`src/design/mcbf_pkg.sv`:
```
// ----------------------------------------------------------------------------
// mcbf_pkg
// Shared types and constants for the multi-channel byte FIFO core.
// ----------------------------------------------------------------------------
package mcbf_pkg;

    // Bank geometry.
    localparam int NUM_QUEUES  = 4;
    localparam int QUEUE_DEPTH = 16;

    // Field widths of the request and the result.
    localparam int KIND_W  = 2;
    localparam int QUEUE_W = 3;
    localparam int BYTE_W  = 8;
    localparam int STAT_W  = 2;
    localparam int FILL_W  = 5;

    // Derived storage widths.
    localparam int QIDX_W = (NUM_QUEUES > 1) ? $clog2(NUM_QUEUES) : 1;
    localparam int PTR_W  = $clog2(QUEUE_DEPTH);
    localparam int CNT_W  = $clog2(QUEUE_DEPTH + 1);
    localparam int MEM_DEPTH = NUM_QUEUES * QUEUE_DEPTH;
    localparam int ADDR_W = $clog2(MEM_DEPTH);

    // Stream payload widths, padded to whole bytes.
    localparam int S_DATA_W = 16;
    localparam int M_DATA_W = 16;

    // Request kinds.
    typedef enum logic [KIND_W-1:0] {
        KIND_WRITE = 2'd0,
        KIND_READ  = 2'd1,
        KIND_FLUSH = 2'd2,
        KIND_QUERY = 2'd3
    } kind_t;

    // Result status codes.
    typedef enum logic [STAT_W-1:0] {
        ST_OK      = 2'd0,
        ST_INVALID = 2'd1,
        ST_FULL    = 2'd2,
        ST_EMPTY   = 2'd3
    } status_t;

    // Commands from the controller to the datapath.
    typedef struct packed {
        logic issue;        // Request accepted: update queue state and memory.
        logic load_result;  // Capture the finished result into the output register.
    } dp_cmd_t;

endpackage

```
`src/design/mcbf_ctrl.sv`:
```
// ----------------------------------------------------------------------------
// mcbf_ctrl
// Controller: sequences each request through issue and result capture and
// owns the handshake on both stream channels.
// ----------------------------------------------------------------------------
module mcbf_ctrl
(
    input  logic              clk,
    input  logic              rst_n,
    input  logic              in_valid,
    output logic              in_ready,
    output logic              out_valid,
    input  logic              out_ready,
    output mcbf_pkg::dp_cmd_t cmd
);

    typedef enum logic {
        ST_IDLE,
        ST_ACCESS
    } state_t;

    state_t state_reg;
    state_t state_next;
    logic   out_valid_reg;
    logic   out_valid_next;
    logic   out_free;

    // The output register is free at the next edge if empty or being drained.
    assign out_free  = !out_valid_reg || out_ready;
    assign in_ready  = (state_reg == ST_IDLE) && out_free;
    assign out_valid = out_valid_reg;

    // Next state and commands.
    always_comb
    begin
        state_next      = state_reg;
        out_valid_next  = out_valid_reg;
        cmd.issue       = 1'b0;
        cmd.load_result = 1'b0;
        if (out_valid_reg && out_ready)
        begin
            out_valid_next = 1'b0;
        end
        case (state_reg)
            ST_IDLE:
            begin
                if (in_valid && out_free)
                begin
                    cmd.issue  = 1'b1;
                    state_next = ST_ACCESS;
                end
            end
            ST_ACCESS:
            begin
                cmd.load_result = 1'b1;
                out_valid_next  = 1'b1;
                state_next      = ST_IDLE;
            end
            default:
            begin
                state_next = ST_IDLE;
            end
        endcase
    end

    // State and registered outputs.
    always_ff @(posedge clk or negedge rst_n)
    begin
        if (!rst_n)
        begin
            state_reg     <= ST_IDLE;
            out_valid_reg <= 1'b0;
        end
        else
        begin
            state_reg     <= state_next;
            out_valid_reg <= out_valid_next;
        end
    end

endmodule

```
`src/design/mcbf_datapath.sv`:
```
// ----------------------------------------------------------------------------
// mcbf_datapath
// Datapath: per-queue pointers and counts, the shared byte store, and the
// result register.
// ----------------------------------------------------------------------------
module mcbf_datapath
(
    input  logic                               clk,
    input  logic                               rst_n,
    input  mcbf_pkg::dp_cmd_t                  cmd,
    input  logic [mcbf_pkg::KIND_W-1:0]        kind,
    input  logic [mcbf_pkg::QUEUE_W-1:0]       queue_id,
    input  logic [mcbf_pkg::BYTE_W-1:0]        write_byte,
    output logic [mcbf_pkg::STAT_W-1:0]        status,
    output logic [mcbf_pkg::BYTE_W-1:0]        read_byte,
    output logic [mcbf_pkg::FILL_W-1:0]        fill_count,
    output logic                               is_full
);

    localparam int PTR_W  = mcbf_pkg::PTR_W;
    localparam int CNT_W  = mcbf_pkg::CNT_W;
    localparam int QIDX_W = mcbf_pkg::QIDX_W;
    localparam int ADDR_W = mcbf_pkg::ADDR_W;
    localparam int BYTE_W = mcbf_pkg::BYTE_W;

    // Per-queue control state.
    logic [PTR_W-1:0] wr_ptr_reg [mcbf_pkg::NUM_QUEUES];
    logic [PTR_W-1:0] rd_ptr_reg [mcbf_pkg::NUM_QUEUES];
    logic [CNT_W-1:0] count_reg  [mcbf_pkg::NUM_QUEUES];

    // Shared byte store and its registered read port.
    logic [BYTE_W-1:0] mem [mcbf_pkg::MEM_DEPTH];
    logic [BYTE_W-1:0] mem_rdata_reg;

    // Pending result between issue and capture.
    mcbf_pkg::status_t pend_status_reg;
    mcbf_pkg::status_t pend_status_next;
    logic [CNT_W-1:0]  pend_count_reg;
    logic [CNT_W-1:0]  pend_count_next;
    logic              pend_hit_reg;
    logic              pend_hit_next;

    // Result register.
    logic [mcbf_pkg::STAT_W-1:0] status_reg;
    logic [BYTE_W-1:0]           read_byte_reg;
    logic [mcbf_pkg::FILL_W-1:0] fill_count_reg;
    logic                        is_full_reg;

    // Decode of the current request.
    logic              q_valid;
    logic [QIDX_W-1:0] qi;
    logic [PTR_W-1:0]  cur_wr;
    logic [PTR_W-1:0]  cur_rd;
    logic [CNT_W-1:0]  cur_cnt;
    logic [PTR_W-1:0]  nxt_wr;
    logic [PTR_W-1:0]  nxt_rd;
    logic              do_write;
    logic              do_read;
    logic              do_flush;
    logic [ADDR_W-1:0] wr_addr;
    logic [ADDR_W-1:0] rd_addr;
    logic [CNT_W-1:0]  cnt_full;

    assign cnt_full = CNT_W'(mcbf_pkg::QUEUE_DEPTH);
    assign q_valid  = (int'(queue_id) < mcbf_pkg::NUM_QUEUES);
    assign qi       = QIDX_W'(queue_id);
    assign cur_wr   = wr_ptr_reg[qi];
    assign cur_rd   = rd_ptr_reg[qi];
    assign cur_cnt  = count_reg[qi];

    // Circular pointer advance.
    assign nxt_wr = (cur_wr == PTR_W'(mcbf_pkg::QUEUE_DEPTH - 1)) ? '0 : cur_wr + 1'b1;
    assign nxt_rd = (cur_rd == PTR_W'(mcbf_pkg::QUEUE_DEPTH - 1)) ? '0 : cur_rd + 1'b1;

    // Store address: queue base plus slot.
    assign wr_addr = ADDR_W'(ADDR_W'(qi) * ADDR_W'(mcbf_pkg::QUEUE_DEPTH)) + ADDR_W'(cur_wr);
    assign rd_addr = ADDR_W'(ADDR_W'(qi) * ADDR_W'(mcbf_pkg::QUEUE_DEPTH)) + ADDR_W'(cur_rd);

    // Request decode, status and the count after the step.
    always_comb
    begin
        do_write         = 1'b0;
        do_read          = 1'b0;
        do_flush         = 1'b0;
        pend_status_next = mcbf_pkg::ST_OK;
        pend_count_next  = cur_cnt;
        pend_hit_next    = 1'b0;
        if (!q_valid)
        begin
            pend_status_next = mcbf_pkg::ST_INVALID;
            pend_count_next  = '0;
        end
        else
        begin
            case (mcbf_pkg::kind_t'(kind))
                mcbf_pkg::KIND_WRITE:
                begin
                    if (cur_cnt >= cnt_full)
                    begin
                        pend_status_next = mcbf_pkg::ST_FULL;
                    end
                    else
                    begin
                        do_write        = 1'b1;
                        pend_count_next = cur_cnt + 1'b1;
                    end
                end
                mcbf_pkg::KIND_READ:
                begin
                    if (cur_cnt == '0)
                    begin
                        pend_status_next = mcbf_pkg::ST_EMPTY;
                    end
                    else
                    begin
                        do_read         = 1'b1;
                        pend_hit_next   = 1'b1;
                        pend_count_next = cur_cnt - 1'b1;
                    end
                end
                mcbf_pkg::KIND_FLUSH:
                begin
                    do_flush        = 1'b1;
                    pend_count_next = '0;
                end
                default:
                begin
                    pend_status_next = mcbf_pkg::ST_OK;
                end
            endcase
        end
    end

    // Per-queue pointer and count update.
    always_ff @(posedge clk or negedge rst_n)
    begin
        if (!rst_n)
        begin
            for (int i = 0; i < mcbf_pkg::NUM_QUEUES; i++)
            begin
                wr_ptr_reg[i] <= '0;
                rd_ptr_reg[i] <= '0;
                count_reg[i]  <= '0;
            end
        end
        else if (cmd.issue && q_valid)
        begin
            if (do_write)
            begin
                wr_ptr_reg[qi] <= nxt_wr;
            end
            if (do_read)
            begin
                rd_ptr_reg[qi] <= nxt_rd;
            end
            if (do_flush)
            begin
                wr_ptr_reg[qi] <= '0;
                rd_ptr_reg[qi] <= '0;
            end
            count_reg[qi] <= pend_count_next;
        end
    end

    // Byte store: one write port, one registered read port.
    always_ff @(posedge clk)
    begin
        if (cmd.issue && do_write)
        begin
            mem[wr_addr] <= write_byte;
        end
        if (cmd.issue)
        begin
            mem_rdata_reg <= mem[rd_addr];
        end
    end

    // Pending result fields.
    always_ff @(posedge clk)
    begin
        if (cmd.issue)
        begin
            pend_status_reg <= pend_status_next;
            pend_count_reg  <= pend_count_next;
            pend_hit_reg    <= pend_hit_next;
        end
    end

    // Result register, loaded once the store read has completed.
    always_ff @(posedge clk)
    begin
        if (cmd.load_result)
        begin
            status_reg     <= pend_status_reg;
            read_byte_reg  <= pend_hit_reg ? mem_rdata_reg : '0;
            fill_count_reg <= mcbf_pkg::FILL_W'(pend_count_reg);
            is_full_reg    <= (pend_count_reg == cnt_full);
        end
    end

    assign status     = status_reg;
    assign read_byte  = read_byte_reg;
    assign fill_count = fill_count_reg;
    assign is_full    = is_full_reg;

endmodule

```
`src/design/multi_channel_byte_fifo_core.sv`:
```
// ----------------------------------------------------------------------------
// multi_channel_byte_fifo_core
// Bank of independent circular byte queues behind one request stream.
// ----------------------------------------------------------------------------
// Usage:
//   Each transfer on the s_axis channel is one request: tuser carries the
//   kind (write, read, flush, query) and tdata the queue number and the byte
//   to write. Each request yields exactly one transfer on the m_axis channel:
//   tuser carries the status, tdata the byte read, the queue's fill count
//   and its full flag after the request.
//   A request passes two steps: at issue the pointers, counts and the byte
//   store are updated and the store is read; at capture the result is
//   captured in the output register. The registered read of the shared
//   byte store calls for the capture step, and no new request is taken
//   before the previous one has been captured, when its result is offered.
//   The output register parts the two sides: a new request is taken while
//   the previous result is still offered, as long as it is drained by then.
//   While the receiver stalls with a result held, no request is accepted.
//   Reset empties every queue at once; the byte store itself is not cleared.
// ----------------------------------------------------------------------------
module multi_channel_byte_fifo_core
(
    input  logic                              clk,
    input  logic                              rst_n,
    // Request channel.
    input  logic                              s_axis_tvalid,
    output logic                              s_axis_tready,
    // tdata: queue_id [2:0], write_byte [10:3], zero [15:11].
    input  logic [mcbf_pkg::S_DATA_W-1:0]     s_axis_tdata,
    // tuser: kind [1:0].
    input  logic [mcbf_pkg::KIND_W-1:0]       s_axis_tuser,
    // Result channel.
    output logic                              m_axis_tvalid,
    input  logic                              m_axis_tready,
    // tdata: read_byte [7:0], fill_count [12:8], is_full [13], zero [15:14].
    output logic [mcbf_pkg::M_DATA_W-1:0]     m_axis_tdata,
    // tuser: status [1:0].
    output logic [mcbf_pkg::STAT_W-1:0]       m_axis_tuser
);

    mcbf_pkg::dp_cmd_t            cmd;
    logic [mcbf_pkg::BYTE_W-1:0]  read_byte;
    logic [mcbf_pkg::FILL_W-1:0]  fill_count;
    logic                         is_full;

    // Handshake and sequencing.
    mcbf_ctrl u_ctrl
    (
        .clk       (clk),
        .rst_n     (rst_n),
        .in_valid  (s_axis_tvalid),
        .in_ready  (s_axis_tready),
        .out_valid (m_axis_tvalid),
        .out_ready (m_axis_tready),
        .cmd       (cmd)
    );

    // Queue state, byte store and result register.
    mcbf_datapath u_datapath
    (
        .clk        (clk),
        .rst_n      (rst_n),
        .cmd        (cmd),
        .kind       (s_axis_tuser),
        .queue_id   (s_axis_tdata[2:0]),
        .write_byte (s_axis_tdata[10:3]),
        .status     (m_axis_tuser),
        .read_byte  (read_byte),
        .fill_count (fill_count),
        .is_full    (is_full)
    );

    // Pack the result fields, lowest field first.
    assign m_axis_tdata = {2'b00, is_full, fill_count, read_byte};

endmodule
```
`config.mk`:
```
export PLATFORM = sky130hd
export DESIGN_NAME = multi_channel_byte_fifo_core
export DESIGN_NICKNAME = d
export VERILOG_FILES = /design/src/design/mcbf_pkg.sv /design/src/design/mcbf_ctrl.sv /design/src/design/mcbf_datapath.sv /design/src/design/multi_channel_byte_fifo_core.sv
export SDC_FILE = /design/constraint.sdc
export NUM_CORES = 1
export LEC_CHECK = 0
export BUFFER_PORTS_ARGS = -buffer_cell sky130_fd_sc_hd__buf_2
export CORE_UTILIZATION = 40
export DETAILED_ROUTE_END_ITERATION = 8
export PLACE_DENSITY_LB_ADDON = 0.15
export SLEW_MARGIN = 10
export SYNTH_ARGS = -nofsm -noshare
export SYNTH_HDL_FRONTEND = slang
export SYNTH_SLANG_ARGS = --single-unit
```
`constraint.sdc`:
```
create_clock -name clk -period 3.3 [get_ports clk]
set_clock_uncertainty 0.2 [all_clocks]
set_input_delay 0 -clock clk [delete_from_list [all_inputs] [get_ports clk]]
set_output_delay 0 -clock clk [all_outputs]
set_load 0.01 [all_outputs]
```
==> flow_summary.toml, run 1 <==
[run_status]
run_status = "finished, violations left"
violations = "hold timing"

[pwr]
intPower_uw = 13100
power.net_switching_uw = 3720
vdd_drop_max_mv = 0.392
p_leak_uw = 0.0102
power_density_nw_per_um2 = 575
clkPwrFrac_pct = 42.8
pwr-share-comb_pct = 7.0
p_seq_share_pct = 50.2
p_sw_share_pct = 22.2

[sta]
worst_pin_slew_ns = 1.07
max_freq_mhz = 310
setup_tns_ns = 0
fin_crit_ns = 3.22
min_period_over_period_pct = 97.7
setup_viol = 0
drv_slew = 0
rsz0062_at_grt = "no"
slew_headroom_pct = 28.6
hold_viol = 16
hold_slack_ns = -0.0234

[layout]
layout_common_cells = "edfxtp_1, nand2_1, buf_4, nor2_1, mux2i_1"
area_delta_synth_final_pct = 18.2
n_antenna_cell = 0
fin_nets = 1972
fillCellCount = 5269
seq_area_sq_um = 17700
mostFrequentLayoutCell = "edfxtp_1"
drive_above_1_share_pct = 19.2
multi_input_area_sq_um = 6330
largest_register_ffs = 512
fin_cells = 2773

[logic_synthesis]
synth_ff_type = "edfxtp_1"
ys_seq_area_share_pct = 71.6
synth_seq_cells = 598
syn_inst = 1732
synthSimpleGateAreaFrac_pct = 11.6
synth_edf_count = 544
synth_top_family_by_area = "simple AND/OR/NAND/NOR gates"
synth-adder-area-share_pct = 0.203
muxShareOfSynthArea_pct = 5.55
synthXorXnorAreaFrac_pct = 0.177
syn_area_sq_um = 24700
syn_area_per_cell_sq_um = 14.3
ys_types = 77
async_flop_share_pct = 9.03
synth-compound-area-share_pct = 7.96
ys_warn_count = 0

[clock_network]
cts_tree = "built"
clock-sinks = 598
path_clk_slew_ns = 0.06
cts.path.max_buffers = 3
clk_latency_ns = 0.61
htreeDepth = 3
root_buffer = "clkbuf_16"
numCtsBuffers = 67

[min_path]
hp-class = "in2reg"

[routing]
routed_wl_mm = 69.5
drc_errors = 0
drtPass1Iterations = 5
viasPerCell = 5.59
ant_nets = 0
drt_iter0_drc = 1459
num_vias = 15500
routedWlPerCell_um = 25.0

[run]
drv_cap = 0

[place]
dp_hpwl_mm = 45.6
place_congestion = 0.866
place_inst = 2639
numPortBuffers = 34

[floorplanning]
num_rows = 90
fp.dieW_um = 251
initial_utilization_pct = 40.7
io_pins = 42
die_h_um = 251
die_area_sq_um = 62800
coreArea_sq_um = 60700

[global_routing]
grtUsageMet3_pct = 3.45
overflow = 0
grt.total_usage_pct = 22.4
grt_pass1_wl_mm = 103
grt-busiest-layer = "met2"
met1_usage_pct = 31.5
antenna_found_initial = 0
grt_max_degree = 65
grt_pass1_vias = 15200
met2_usage_pct = 35.8

[worst_setup_path]
critPathRequiredTime_ns = 3.56
cp.arrival_ns = 3.48
cp-start-kind = "register"
slowest_stage = "mux4_4"
slowest_delay_ns = 0.77
endpoint_kind = "register"
path_class = "reg2reg"
crit_buf_inv = 1
cp_max_fo = 11
reg2reg_slack_ns = 0.08
crit_chain = "mux4_4 -> buf_4 -> mux2i_1 -> mux2_2 -> a221oi_1 -> a311o_1 -> a31oi_1 -> nand4_1"
path_delay_family = "multiplexers"
cell families after synthesis:
| kind of cell | Yosys count |
|---|---|
| flops | 598 |
| other cells | 1 |
| fa+ha+maj | 4 |
| buf+inv | 117 |
| xor+xnor | 5 |
| compound gates | 253 |
| mux | 110 |
| simple gates | 644 |
repair_timing:
| action | 4_1_cts | 5_1_grt |
|---|---|---|
| resized for setup | 1 | 4 |
| endpoints found under the setup margin | 1 | 3 |
| hold buffers | 18 | 0 |
| endpoints found under the hold margin | 381 | 0 |
| buffers inserted | 0 | 2 |
Yosys cell counts (9+ instances only):
cell type  count  share of area [%]
mux4_2        20                1.8
and3_1        33               0.84
nor2_1        94                1.4
a211oi_1      43                1.3
a311oi_1      54                1.9
dfrtp_1       54                5.5
nor2b_1       46                1.2
edfxtp_1     544                 66
a21oi_1       25               0.51
mux2i_1       77                3.1
a31oi_1       21               0.53
buf_6         19               0.87
buf_2         37               0.75
nor4_1        12               0.30
nand2_1      370                5.6
o21ai_0       21               0.43
nand4_1        9               0.23
buf_4         17               0.52
clkbuf_1      26               0.40
nor3_1        13               0.26
mux2_2        11               0.50
a22o_1        21               0.74
and2_1        11               0.28
nand3_1       27               0.55
inv_1         11               0.17
power groups by stage:
stage,Combinational [uW],Sequential (uW),Clock (uW)
3_5_place_dp,1160,8580,0
2_1_floorplan,673,8570,0
4_1_cts,1180,8420,7350
3_3_place_gp,1140,8570,0
5_1_grt,1270,8430,7600
6_report,1170,8420,7190
path summary, 6_finish.rpt:
| kind | startpoint | endpoint | cells after the start |
|---|---|---|---|
| worst max-delay path | u_datapath.rd_ptr_reg[2]$_DFFE_PN0P_ | u_datapath.mem_rdata_reg[3]$_DFFE_PP_ | 8 |
| worst min-delay path | s_axis_tdata[7] | u_datapath.mem[51][4]$_DFFE_PP_ | 1 |
| worst max register to register | u_datapath.rd_ptr_reg[2]$_DFFE_PN0P_ | u_datapath.mem_rdata_reg[3]$_DFFE_PP_ | 8 |
| worst min register to register | u_datapath.pend_status_reg[1]$_SDFFCE_PP0P_ | u_datapath.status[1]$_DFFE_PP_ | 0 |
| max in group asynchronous | rst_n | u_ctrl.out_valid$_DFFE_PN0P_ | 4 |
| min in group asynchronous | rst_n | async pin | 4 |
stage by stage:
step / cell area [sq um] / hold WS (ns) / power, uW / setup slack, ns / utilization (%)
2_1_floorplan: 24700 / -0.496 / 9250 / 0.384 / -
3_3_place_gp: 26900 / -0.108 / 9720 / 0.101 / 44.3
3_5_place_dp: 26900 / -0.104 / 9730 / 0.0147 / 44.3
4_1_cts: 29200 / 0.000936 / 17000 / 0.0890 / 48.1
5_1_grt: 29200 / 0.0432 / 17300 / 0.0110 / 48.1
6_report: 29200 / -0.0234 / 16800 / 0.0750 / 48.1
routing by layer:
metal / vias up / wire (um) / share of wire, %
met5: - / 0 / 0
met1: 7895 / 30800 / 44
met3: 103 / 4070 / 5.9
met2: 520 / 32800 / 47
li1: 6991 / - / -
met4: 0 / 1740 / 2.5
cell type report:
class,instances,area share (%)
sequential,598,60.6
multi-input combinational,1018,21.7
timing repair buffer,248,7.06
clock buffer,82,6.08
tap,782,3.35
clock inverter,32,1.06
inverter,13,0.201
Power figures use the tool's default switching activity.
==> inputs of run 2 (changes only) <==
--- a/config.mk
+++ b/config.mk
@@ -7,8 +7,10 @@
 export LEC_CHECK = 0
 export BUFFER_PORTS_ARGS = -buffer_cell sky130_fd_sc_hd__buf_2
 export CORE_UTILIZATION = 40
+export CTS_BUF_LIST = sky130_fd_sc_hd__clkbuf_2 sky130_fd_sc_hd__clkbuf_4 sky130_fd_sc_hd__clkbuf_8
 export DETAILED_ROUTE_END_ITERATION = 8
 export PLACE_DENSITY_LB_ADDON = 0.15
+export REMOVE_ABC_BUFFERS = 1
 export SLEW_MARGIN = 10
 export SYNTH_ARGS = -nofsm -noshare
 export SYNTH_HDL_FRONTEND = slang
==> flow_summary.toml, run 2 (synthesis gave the netlist of run 1 again) <==
[floorplanning]
initial_utilization_pct = 40.7
coreArea_sq_um = 60700
die_area_sq_um = 62800
die_h_um = 251
fp.dieW_um = 251
io_pins = 42
num_rows = 90

[layout]
fin_nets = 2008
mostFrequentLayoutCell = "edfxtp_1"
area_delta_synth_final_pct = 18.0
drive_above_1_share_pct = 22.1
seq_area_sq_um = 17700
final_area_sq_um = 29100
multi_input_area_sq_um = 6330
largest_register_ffs = 512
fin_cells = 2846
fillCellCount = 5312
final_util_pct = 48.0
layout_common_cells = "edfxtp_1, nand2_1, buf_4, clkbuf_8, nor2_1"

[global_routing]
grt.total_usage_pct = 23.4
grt_max_degree = 50
grt_pass1_vias = 15800
overflow = 0
antenna_found_initial = 0
grt_pass1_wl_mm = 106

[clock_network]
root_buffer = "clkbuf_8"
cts_tree = "built"
cts.path.max_buffers = 3
numCtsBuffers = 100
clk_latency_ns = 0.70
htreeDepth = 3
path_clk_slew_ns = 0.06
clock-sinks = 598

[pwr]
p_sw_share_pct = 23.4
power.total_uw = 16400
vdd_drop_max_mv = 0.277
pwr-share-comb_pct = 7.4
clkPwrFrac_pct = 41.1
power_density_nw_per_um2 = 562
power.net_switching_uw = 3820
p_seq_share_pct = 51.5
intPower_uw = 12500
p_leak_uw = 0.0102

[worst_setup_path]
path_class = "reg2reg"
cp-start-kind = "register"
cp_max_fo = 12
cp.arrival_ns = 3.47
reg2reg_slack_ns = 0.04
endpoint_kind = "register"
reg2reg_to = "u_datapath.mem_rdata_reg[5]$_DFFE_PP_"
slowest_delay_ns = 0.79
crit_chain = "mux4_4 -> nand2_1 -> buf_12 -> a311oi_1 -> nor4_1 -> a22o_1 -> o221ai_2"
r2r-start = "u_datapath.rd_ptr_reg[6]$_DFFE_PN0P_"
reg2regPathDepth = 7
critPathRequiredTime_ns = 3.51
slowest_stage = "nor4_1"

[routing]
routedWlPerCell_um = 25.4
ant_nets = 0
viasPerCell = 5.52
drtPass1Iterations = 5
num_vias = 15700
routed_wl_mm = 72.3
drt_iter0_drc = 1252
drc_errors = 0

[min_path]
min_path_cells = 3
whs_endpoint = "u_datapath.count_reg[5]$_DFFE_PN0P_"
hp-class = "in2reg"
min-delay-start = "s_axis_tdata[2]"

[run]
drv_cap = 0

[place]
numPortBuffers = 34
place_inst = 2638
dpl-instance-area_sq_um = 26800
place_congestion = 0.852
dp_hpwl_mm = 47.2

[sta]
hold_slack_ns = 0.153
rsz0062_at_grt = "no"
hold_viol = 0
drv_slew = 0
setup_viol = 0
max_freq_mhz = 307
min_period_over_period_pct = 98.7
slew_headroom_pct = 29.4
worst_pin_slew_ns = 1.06
fin_crit_ns = 3.26

[run_status]
run_status = "completed"
run 2: cell count changes in the layout (fill, tap and decap cells not counted), sizes merged:
cell         previous run  this run
buf                   231       229
bufinv                  6         4
clkbuf                 82       144
clkinv                 23        31
clkinvlp                0         2
diode                   0         1
dlygate4sd3            17        22
inv                    16        15
run 2: through the flow:
stage	setup TNS, ns	setup WS, ns
2_1_floorplan	-3.98	-0.513
3_3_place_gp	-0.242	-0.168
3_5_place_dp	-0.202	-0.116
4_1_cts	0	0.0599
5_1_grt	0	0.00762
6_report	0	0.0416
run 2: final cells by class:
| cell class | instances | area share (%) |
|---|---|---|
| diodes | 1 | 0.00859 |
| clock buffers | 144 | 6.05 |
| clock inverters | 39 | 0.979 |
| inverters | 13 | 0.202 |
| multi-input cells | 1018 | 21.7 |
| flip-flops and latches | 598 | 60.7 |
| well taps | 782 | 3.36 |
| repair buffers | 251 | 6.98 |
run 2: timing repair:
item                       4_1_cts  5_1_grt
hold buffers                    22        0
hold endpoints to repair       539        0
pin swaps                        0        0
buffers inserted                 0        2
gates resized for setup          4        2
setup endpoints to repair        4        4
run 2: worst max path at each step:
stage	from	end	slack (ns)	cells past startpoint
detailed placement	s_axis_tdata[1]	u_datapath.mem_rdata_reg[7]$_DFFE_PP_	-0.12	11
floorplan	u_datapath.rd_ptr_reg[4]$_DFFE_PN0P_	u_datapath.mem_rdata_reg[3]$_DFFE_PP_	-0.51	9
finish	u_datapath.rd_ptr_reg[6]$_DFFE_PN0P_	u_datapath.mem_rdata_reg[5]$_DFFE_PP_	0.04	7
CTS	u_datapath.count_reg[1]$_DFFE_PN0P_	u_datapath.count_reg[15]$_DFFE_PN0P_	0.06	9
global route	u_datapath.rd_ptr_reg[4]$_DFFE_PN0P_	u_datapath.mem_rdata_reg[3]$_DFFE_PP_	0.008	9
global placement	s_axis_tdata[1]	u_datapath.mem_rdata_reg[7]$_DFFE_PP_	-0.17	10
run 2: power by group through the flow:
stage	Combinational (uW)	Sequential, uW	Clock [uW]
after detailed placement	1180	8570	0
after global placement	1160	8570	0
after floorplan	583	8570	0
after CTS	1210	8420	6870
after global routing	1310	8430	7190
final	1210	8420	6730
run 2: worst max-delay path: cells and delay by family, from the launching register on:
family          cells  cell delay (ns)
compound gates      3             0.46
flops               1             0.40
buf+inv             1             0.17
mux                 1             0.73
simple gates        2             0.99
run 2: routing by layer:
metal / up-vias / wire, um / global-route usage, %
met5: - / 0 / 0
met4: 0 / 2220 / 8.62
met3: 128 / 4810 / 4.62
met2: 563 / 33600 / 36.8
met1: 7930 / 31700 / 32.2
li1: 7075 / - / -
